`config.mk`:
```
export PLATFORM = sky130hd
export DESIGN_NAME = wildcard_pattern_matcher
export DESIGN_NICKNAME = d
export VERILOG_FILES = /design/src/rtl/core/wpm_pkg.sv /design/src/rtl/core/wpm_cell.sv /design/src/rtl/core/wildcard_pattern_matcher.sv
export SDC_FILE = /design/constraint.sdc
export NUM_CORES = 2
export LEC_CHECK = 0
export ABC_CLOCK_PERIOD_IN_PS = 13300
export BUFFER_PORTS_ARGS = -buffer_cell sky130_fd_sc_hd__buf_4
export CORE_ASPECT_RATIO = 1.5
export CORE_MARGIN = 2
export CORE_UTILIZATION = 57
export DETAILED_ROUTE_END_ITERATION = 10
export GPL_TIMING_DRIVEN = 0
export PLACE_DENSITY = 0.76
export SKIP_LAST_GASP = 1
export SYNTH_ARGS = -nofsm -noshare
export SYNTH_HDL_FRONTEND = slang
export SYNTH_SLANG_ARGS = --single-unit
```
`constraint.sdc`:
```
create_clock -name clk -period 13.3 [get_ports clk]
set_input_delay 0.665 -clock clk [delete_from_list [all_inputs] [get_ports clk]]
set_output_delay 0.665 -clock clk [all_outputs]
set_load 0.01 [all_outputs]
```
`src/rtl/core/wpm_pkg.sv`:
```
// ----------------------------------------------------------------------------
// wpm_pkg
// Shared types and constants for the wildcard pattern matcher cell chain.
// ----------------------------------------------------------------------------
package wpm_pkg;

  // Default number of pattern positions (cells in the chain).
  localparam int MAX_PATTERN_DEF = 64;

  // Wildcard symbols.
  localparam logic [7:0] SYM_STAR = 8'h2A;
  localparam logic [7:0] SYM_ANY  = 8'h3F;

  // Item function codes.
  typedef enum logic [1:0] {
    FUNC_CLEAR  = 2'd0,
    FUNC_APPEND = 2'd1,
    FUNC_TEXT   = 2'd2,
    FUNC_QUERY  = 2'd3
  } func_t;

  // Item traveling along the chain, with the values handed from a cell to its
  // right neighbor.
  typedef struct packed {
    logic       valid;  // Slot holds an item.
    func_t      func;   // What the item does.
    logic [7:0] sym;    // Pattern or text symbol.
    logic       left;   // Left row bit after the star ripple.
    logic       nleft;  // Left row bit after the text update.
    logic       res;    // Query result picked up so far.
    logic       done;   // Append already taken by a cell.
  } token_t;

endpackage

```
`src/rtl/core/wpm_cell.sv`:
```
// ----------------------------------------------------------------------------
// wpm_cell
// One pattern position: holds its pattern symbol and its row bit, updates
// them from the item passing by, and hands the item on through a register.
// ----------------------------------------------------------------------------
module wpm_cell
  import wpm_pkg::*;
(
  input  logic   clk,
  input  logic   rst_n,
  input  logic   adv,
  input  token_t tok_i,
  output token_t tok_o
);

  logic       active_r, active_nxt;
  logic       m_r, m_nxt;
  logic [7:0] sym_r, sym_nxt;
  logic       star_r, star_nxt;
  logic       any_r, any_nxt;
  token_t     tok_r, tok_nxt;
  logic       m_rip;
  logic       m_text;

  // Row bit after the star ripple, and the text update rule.
  always_comb begin
    m_rip = m_r | (active_r & star_r & tok_i.left);
    if ((tok_i.sym == sym_r) || any_r) begin
      m_text = tok_i.left;
    end else if (star_r) begin
      m_text = m_rip | tok_i.nleft;
    end else begin
      m_text = 1'b0;
    end
  end

  // Cell state and outgoing item.
  always_comb begin
    active_nxt = active_r;
    m_nxt      = m_r;
    sym_nxt    = sym_r;
    star_nxt   = star_r;
    any_nxt    = any_r;
    tok_nxt    = tok_i;
    if (tok_i.valid) begin
      unique case (tok_i.func)
        FUNC_CLEAR: begin
          active_nxt = 1'b0;
          m_nxt      = 1'b0;
        end
        FUNC_APPEND: begin
          if (!tok_i.done && !active_r) begin
            active_nxt   = 1'b1;
            m_nxt        = 1'b0;
            sym_nxt      = tok_i.sym;
            star_nxt     = (tok_i.sym == SYM_STAR);
            any_nxt      = (tok_i.sym == SYM_ANY);
            tok_nxt.done = 1'b1;
          end
        end
        FUNC_TEXT: begin
          if (active_r) begin
            m_nxt         = m_text;
            tok_nxt.left  = m_rip;
            tok_nxt.nleft = m_text;
          end else begin
            m_nxt         = 1'b0;
            tok_nxt.left  = 1'b0;
            tok_nxt.nleft = 1'b0;
          end
        end
        FUNC_QUERY: begin
          if (active_r) begin
            m_nxt        = 1'b0;
            tok_nxt.left = m_rip;
            tok_nxt.res  = m_rip;
          end
        end
        default: begin
          m_nxt = m_r;
        end
      endcase
    end
  end

  // Control state with reset, then the payload state without reset.
  always_ff @(posedge clk) begin
    if (!rst_n) begin
      active_r    <= 1'b0;
      tok_r.valid <= 1'b0;
    end else if (adv) begin
      active_r    <= active_nxt;
      tok_r.valid <= tok_nxt.valid;
    end
    if (adv) begin
      m_r         <= m_nxt;
      sym_r       <= sym_nxt;
      star_r      <= star_nxt;
      any_r       <= any_nxt;
      tok_r.func  <= tok_nxt.func;
      tok_r.sym   <= tok_nxt.sym;
      tok_r.left  <= tok_nxt.left;
      tok_r.nleft <= tok_nxt.nleft;
      tok_r.res   <= tok_nxt.res;
      tok_r.done  <= tok_nxt.done;
    end
  end

  assign tok_o = tok_r;

endmodule

```
`src/rtl/core/wildcard_pattern_matcher.sv`:
```
// ----------------------------------------------------------------------------
// wildcard_pattern_matcher
// Matches streamed text against a stored pattern with '?' and '*' wildcards,
// using a chain of one cell per pattern position.
// ----------------------------------------------------------------------------
// A query result passes through the MAX_PATTERN cell registers and then the
// output result register, as each item walks the chain one cell at a time.
// Throughput: one item per cycle; the chain stalls only when a query reaches
// the chain end while the previous result still waits in the output register.
// Reset: the pattern is empty, the overflow flag is clear and row bit zero
// is set; the pattern symbols and the cells' row bits are not cleared.
// ----------------------------------------------------------------------------
module wildcard_pattern_matcher
  import wpm_pkg::*;
#(
  parameter int MAX_PATTERN = MAX_PATTERN_DEF
) (
  input  logic       clk,
  input  logic       rst_n,
  input  logic       in_tvalid,
  output logic       in_tready,
  input  logic [7:0] in_tdata,   // [7:0] symbol
  input  logic [1:0] in_tuser,   // [1:0] func
  output logic       out_tvalid,
  input  logic       out_tready,
  output logic [7:0] out_tdata   // [0] matched, [1] overflow, [7:2] zero
);

  token_t tok [0:MAX_PATTERN];
  token_t tail;
  logic   adv;
  logic   in_acc;
  logic   tail_query;
  logic   m0_r, m0_nxt;
  logic   ovf_r, ovf_nxt;
  logic   out_valid_r, out_valid_nxt;
  logic   out_matched_r;
  logic   out_ovf_r;

  assign tail       = tok[MAX_PATTERN];
  assign tail_query = tail.valid && (tail.func == FUNC_QUERY);

  // The chain moves unless a query would land on a result still waiting.
  assign adv       = !(tail_query && out_valid_r && !out_tready);
  assign in_tready = adv;
  assign in_acc    = in_tvalid && adv;

  // Head: row bit zero and the item entering the first cell.
  always_comb begin
    tok[0].valid = in_acc;
    tok[0].func  = func_t'(in_tuser);
    tok[0].sym   = in_tdata;
    tok[0].left  = m0_r;
    tok[0].nleft = 1'b0;
    tok[0].res   = m0_r;
    tok[0].done  = 1'b0;
    m0_nxt       = m0_r;
    if (in_acc) begin
      unique case (func_t'(in_tuser))
        FUNC_CLEAR:  m0_nxt = 1'b1;
        FUNC_APPEND: m0_nxt = m0_r;
        FUNC_TEXT:   m0_nxt = 1'b0;
        FUNC_QUERY:  m0_nxt = 1'b1;
        default:     m0_nxt = m0_r;
      endcase
    end
  end

  // Cell chain, one cell per pattern position.
  for (genvar j = 1; j <= MAX_PATTERN; j++) begin : g_cell
    wpm_cell u_cell (
      .clk   (clk),
      .rst_n (rst_n),
      .adv   (adv),
      .tok_i (tok[j-1]),
      .tok_o (tok[j])
    );
  end

  // Tail: sticky overflow flag, set by an append that found no free cell.
  always_comb begin
    ovf_nxt = ovf_r;
    if (adv && tail.valid) begin
      unique case (tail.func)
        FUNC_CLEAR:  ovf_nxt = 1'b0;
        FUNC_APPEND: ovf_nxt = ovf_r | !tail.done;
        FUNC_TEXT:   ovf_nxt = ovf_r;
        FUNC_QUERY:  ovf_nxt = ovf_r;
        default:     ovf_nxt = ovf_r;
      endcase
    end
  end

  assign out_valid_nxt = (adv && tail_query) || (out_valid_r && !out_tready);

  // Control registers.
  always_ff @(posedge clk) begin
    if (!rst_n) begin
      m0_r        <= 1'b1;
      ovf_r       <= 1'b0;
      out_valid_r <= 1'b0;
    end else begin
      m0_r        <= m0_nxt;
      ovf_r       <= ovf_nxt;
      out_valid_r <= out_valid_nxt;
    end
  end

  // Output result register.
  always_ff @(posedge clk) begin
    if (adv && tail_query) begin
      out_matched_r <= tail.res;
      out_ovf_r     <= ovf_r;
    end
  end

  assign out_tvalid = out_valid_r;
  assign out_tdata  = {6'b000000, out_ovf_r, out_matched_r};

`ifndef SYNTHESIS
  // Input is held off only by a waiting result.
  a_stall_cause: assert property (@(posedge clk) disable iff (!rst_n)
    !in_tready |-> (out_valid_r && !out_tready))
    else $error("input stalled without a waiting result");

  // A clear leaving the chain drops the overflow flag.
  a_clear_ovf: assert property (@(posedge clk) disable iff (!rst_n)
    (adv && tail.valid && (tail.func == FUNC_CLEAR)) |=> !ovf_r)
    else $error("overflow flag survived a clear");

  // A query restarts the row at bit zero.
  a_query_restart: assert property (@(posedge clk) disable iff (!rst_n)
    (in_acc && (in_tuser == FUNC_QUERY)) |=> m0_r)
    else $error("row bit zero not set after a query");

  // A result appears only when a query leaves the chain.
  a_out_source: assert property (@(posedge clk) disable iff (!rst_n)
    $rose(out_valid_r) |-> $past(tail_query && adv))
    else $error("result without a query at the chain end");
`endif

endmodule
```
; After elaboration in Yosys (flattened, before gate mapping)
; Cells that the tools add are included.
[totals]
regBits = 1723
wordCells = 3220
inputBits = 14
output_inout_bits = 10
[classes]
eq_ne = 515
n_mux = 1084
n_reduce_logical = 591
bitwise_logic = 260
[ops]
columns = op, n
row1 = "== test 8 x 6 -> 1 bit, second input constant", 128
row2 = 2-to-1 mux 1 bit, 764
row3 = AND reduction 4 bit, 191
row4 = == test 8 bit, 64
row5 = "== test 2 bit, second input constant", 130
row6 = one-hot mux 1 bit (2 select lines), 129
row7 = one-hot mux 1 bit (4 select lines), 64
row8 = "inequality test 2 x 1 -> 1 bit, second input constant", 127
row9 = 2-to-1 mux 4 bit, 63
row10 = "== test 2 x 1 -> 1 bit, second input constant", 65
row11 = logical NOT 2 bit, 65
row12 = logical NOT 1 bit, 129
row13 = AND 1 bit, 128
row14 = 2-to-1 mux 2 bit, 64
row15 = bitwise OR 1 bit, 128
row16 = nonzero test 2 bit, 64
row17 = logical AND 1 bit, 70
row18 = logical OR 1 bit, 65
row19 = AND reduction 2 bit, 3
row20 = AND reduction 3 bit, 2
row21 = NOT 1 bit, 4
row22 = OR reduction 2 bit, 2
row23 = "inequality test 2 bit, second input constant", 1

; Depth between registers and ports, before layout
[depth]
ltp_word = 9
ltp_mapped = 7
mapped_depth_nobuf = 6

; Modules after synthesis
; Synthesis repeated with hierarchy kept, for this count alone.
[hier_totals]
hier_cells = 4958
area_unflattened_um2 = 70217.3
[modules_own_cells]
columns = mod, seq_area_each_um2, instances, area_each_um2, cells_per_inst
row1 = wpm_cell, 790.8, 64, 1092.3, 77
row2 = wildcard_pattern_matcher, 120.1, 1, 310.3, 30

; Worst setup path before layout
; OpenSTA, ideal clock, no wires.
[synth_path]
kind = input -> register
start = input out_tready
end = register g_cell[64].u_cell.m_r (enable)
slack_ns = 0.838
setup_ns = 0.337
t_arrival_ns = 12.125
n_path_buf = 2
t_required_ns = 12.963
stages = 7
cell_sequence = nand2b_2 -> nor2_4 -> inv_2 -> buf_2 -> buf_2 -> nand2_1 -> a31oi_1
[synth_between]
elab_chain_cells = 4
[synth_rtl]
columns = element, line_no
row1 = start: declaration, wildcard_pattern_matcher.sv:25  ; input logic out_tready,
row2 = logical NOT 1 bit, wildcard_pattern_matcher.sv:44  ; assign adv = !(tail_query && out_valid_r && !out_tready);
row3 = logical AND 1 bit, wildcard_pattern_matcher.sv:44
row4 = NOT 1 bit (no line), n/a
row5 = AND reduction 4 bit (no line), n/a
row6 = end signal: assignment, wpm_cell.sv:96  ; m_r <= m_nxt;
row7 = end: declaration, wpm_cell.sv:17  ; logic m_r, m_nxt;
; Every way passes these cells.
; A chain may end at the register's enable or synchronous reset.

; Worst setup path in the final report
[layout_path]
start = register g_cell[64].u_cell.tok_r (netlist bit g_cell[64].u_cell.tok_o[13])
end = output in_tready
[layout_between]
elab_chain_cells = 5
[layout_rtl]
columns = element, line_no
row1 = start: declaration, wpm_cell.sv:21  ; token_t tok_r, tok_nxt;
row2 = == test 2 bit, wildcard_pattern_matcher.sv:41  ; assign tail_query = tail.valid && (tail.func == FUNC_QUERY);
row3 = logical AND 1 bit, wildcard_pattern_matcher.sv:41
row4 = logical AND 1 bit (2 in a row), wildcard_pattern_matcher.sv:44
row5 = logical NOT 1 bit, wildcard_pattern_matcher.sv:44
row6 = end: declaration, wildcard_pattern_matcher.sv:21  ; output logic in_tready,
; Every way passes these cells.

==> flow_metrics.py <==
metrics = {
    "status": {
        "status": "finished, final reports clean",
    },
    "drt": {
        "viasPerCell": 6.00,
        "num_vias": 39300,
        "drc_errors": 0,
        "avgRoutedWirePerCell_um": 20.4,
        "dr.first_iter.drc_count": 3335,
        "drt_pass1_iterations": 6,
        "antenna_left": 0,
        "wl_mm": 133,
    },
    "final_layout": {
        "drive_gt1_share_pct": 7.17,
        "nFillCells": 8432,
        "areaGrowthSynthToFinish_pct": 10.8,
        "fin_cells": 6551,
        "final_area_mm2": 0.0759,
        "layout_commonest_cell": "edfxtp_1",
        "layout_common_cells": "1592 x edfxtp_1, 512 x xor2_1, 353 x nand2_1",
        "final_nets": 4871,
    },
    "timing": {
        "finalCriticalPeriod_ns": 5.73,
        "period_share_pct": 43.1,
        "hold_viol": 0,
        "fin_skew_ns": 0.0285,
        "rsz0062_at_grt": "false",
        "worst_pin_slew_ns": 1.35,
        "final_max_slew_viol_count": 0,
        "slew-limit-headroom_pct": 9.42,
        "max_freq_mhz": 175,
        "setup_viol": 0,
        "fin_setup_tns_ns": 0,
    },
    "setup_path": {
        "worstPathMaxFanout": 126,
        "worstSetupStartpoint": "g_cell[64].u_cell.tok_o[13]",
        "worstPathRequired_ns": 12.64,
        "crit_top_cell": "buf_16",
        "path_cells": "nand3_4 > nor2_4 > inv_2 > buf_2 > buf_8 > buf_16 > buf_16 > buf_16 > buf_4",
        "slowest_stage": "buf_8",
        "worstSetupEndpointType": "output pin",
        "rr_startpoint": "g_cell[64].u_cell.tok_o[13]",
        "cp.arrival_ns": 5.06,
        "cp-start-kind": "register",
        "max_stage_delay_ns": 0.63,
        "path_class": "register to output pin",
    },
    "grt": {
        "grt.total_usage_pct": 21.8,
        "antenna_found_initial": 5,
        "grt-ovfl-total": 0,
        "grt_pass1_wl_mm": 211,
        "grt_max_degree": 128,
        "grt_pass1_vias": 39618,
    },
    "die": {
        "rows": 155,
        "io_pins": 24,
        "die-height_um": 429,
        "chipWidth_um": 287,
        "core-area_mm2": 0.119,
        "dieArea_mm2": 0.123,
        "initial_core_util_pct": 57.5,
    },
    "placed_design": {
        "place_area_mm2": 0.0709,
        "dpl.cell_count": 6267,
        "portBuffers": 16,
        "dp_hpwl_mm": 87.7,
        "gp_congestion": 0.843,
    },
    "clocking": {
        "clock_latency_ns": 0.80,
        "cts_sinks": 1723,
        "cts-buffers-inserted": 147,
        "hold_buffers": 0,
        "cts_buffer_depth": 3,
        "postCtsSetupBuffers": 0,
        "htree_levels": 4,
        "cts_root_buffer": "clkbuf_16",
        "cts_resized": 0,
        "clk_pin_slew_ns": 0.08,
        "cts_tree": "done",
    },
    "logic_synthesis": {
        "async_flop_share_pct": 0,
        "synth_edf_count": 1592,
        "syn_avg_cell_area_um2": 14.7,
        "netlist.area_leader.share_pct": 69.8,
        "synth_area_leaders": "edfxtp_1 70%, xor2_1 6.5%, dfxtp_1 3.8%",
        "synth_cell_types": 49,
        "ys_ff_latch": 1723,
        "syn_area_mm2": 0.0685,
        "synth_flop_cell": "edfxtp_1",
        "ys_warn_count": 0,
        "synthCells": 4660,
        "synth_area_leader_cell": "edfxtp_1",
        "yosysSeqAreaShare_pct": 73.6,
    },
    "pwr": {
        "netSwitchingFraction_pct": 20.7,
        "power_leakage_nw": 26.3,
        "p_switching_mw": 2.21,
        "ir_worst_vdd_uv": 149,
        "p_per_area_mw_per_mm2": 141,
        "pwr-share-clk_pct": 40.0,
        "power_frac_seq_pct": 58.1,
        "internal_power_mw": 8.47,
        "p_comb_share_pct": 1.9,
    },
    "worst_hold_path": {
        "worstHoldStart": "in_tdata[7]",
        "hp-class": "input pin to register",
    },
    "flow_run": {
        "maxCapViolations": 0,
    },
}
==> critical path, delay by kind of cell, from the launching register on <==
kind                   cells  cell delay [ns]
buffers and inverters      7             3.14
flip-flops                 1             0.45
AND/OR/NAND/NOR            2             0.37
==> stage by stage <==
stage / utilization, % / setup WS (ns) / hold slack, ns / total power [mW]
3_5_place_dp: 59.6 / 7.93 / 0.423 / 6.52
5_1_grt: 63.7 / 7.34 / 0.0682 / 11.0
4_1_cts: 63.6 / 7.53 / 0.0553 / 10.8
6_report: 63.7 / 7.57 / 0.104 / 10.7
2_1_floorplan: - / 0.838 / 0.400 / 6.40
3_3_place_gp: 59.3 / -4.95 / 0.407 / 6.51
==> logic make-up after synthesis <==
family	synth area share, %
multiplexers	0.966
adder cells (fa/ha/maj)	0.0731
flip-flops	73.6
AND/OR/NAND/NOR	10.6
buffers and inverters	0.827
AO/OA/AOI/OAI	7.42
XOR/XNOR	6.55
other	0.00547
==> cell usage after synthesis (18+ instances only) <==
cell type     n
nor2_1      211
nand2b_1     43
nand2_1     353
nand3b_1     32
o31ai_1      69
o21ai_0     253
dfxtp_1     131
a31o_2       20
nand4_1     128
inv_1        38
a21oi_1      88
nand3_1     125
a21boi_0     62
buf_2        18
or3_1        58
edfxtp_1   1592
o31a_1       40
xor2_1      512
o21a_1       41
mux2i_1      56
a211oi_1     56
a31oi_1     130
nor2b_1     108
nor3_1      142
nor4_1      200
clkbuf_1     68
==> worst paths after layout <==
path	end	cells past startpoint	slack (ns)
setup reg to reg	g_cell[10].u_cell.tok_o[5]	8	8.87
hold reg to reg	g_cell[10].u_cell.tok_o[13]	0	0.45
hold / removal	g_cell[1].u_cell.tok_o[11]	1	0.10
setup / recovery	in_tready	9	7.57
==> power groups by stage <==
stage	Clock, mW	Sequential [mW]	Combinational (mW)
after floorplan	0	6.25	0.150
after global placement	0	6.31	0.193
after detailed placement	0	6.32	0.201
after CTS	4.35	6.20	0.203
after global routing	4.55	6.23	0.227
final	4.27	6.21	0.203
==> routing by layer <==
layer	share of wire (%)	vias up	global-route usage [%]
met1	36	19547	24.4
met5	0.0067	-	0
met3	4.7	322	3.59
met4	4.4	2	9.73
li1	-	18355	-
met2	55	1074	40.3
==> sequential cells by signal, summed over array words and instances, names as in the netlist <==
name / count
m0_r: 1
g_cell.u_cell.m_r: 64
ovf_r: 1
g_cell.u_cell.tok_o: 950
g_cell.u_cell.any_r: 64
out_ovf_r: 1
g_cell.u_cell.active_r: 64
g_cell.u_cell.sym_r: 512
g_cell.u_cell.star_r: 64
out_tvalid: 1
out_matched_r: 1
==> cell type report <==
class | count | area [um2] | share of cell area, %
Timing Repair Buffer | 39 | 423 | 0.557
Inverter | 39 | 146 | 0.193
Antenna cell | 3 | 7.51 | 0.00989
Clock buffer | 190 | 4040 | 5.32
Buffer | 97 | 432 | 0.569
Sequential cell | 1723 | 50400 | 66.5
Multi-Input combinational cell | 2806 | 17700 | 23.3
Tap cell | 1570 | 1960 | 2.59
Clock inverter | 84 | 772 | 1.02
No activity file was read; power rests on OpenSTA's default activity.
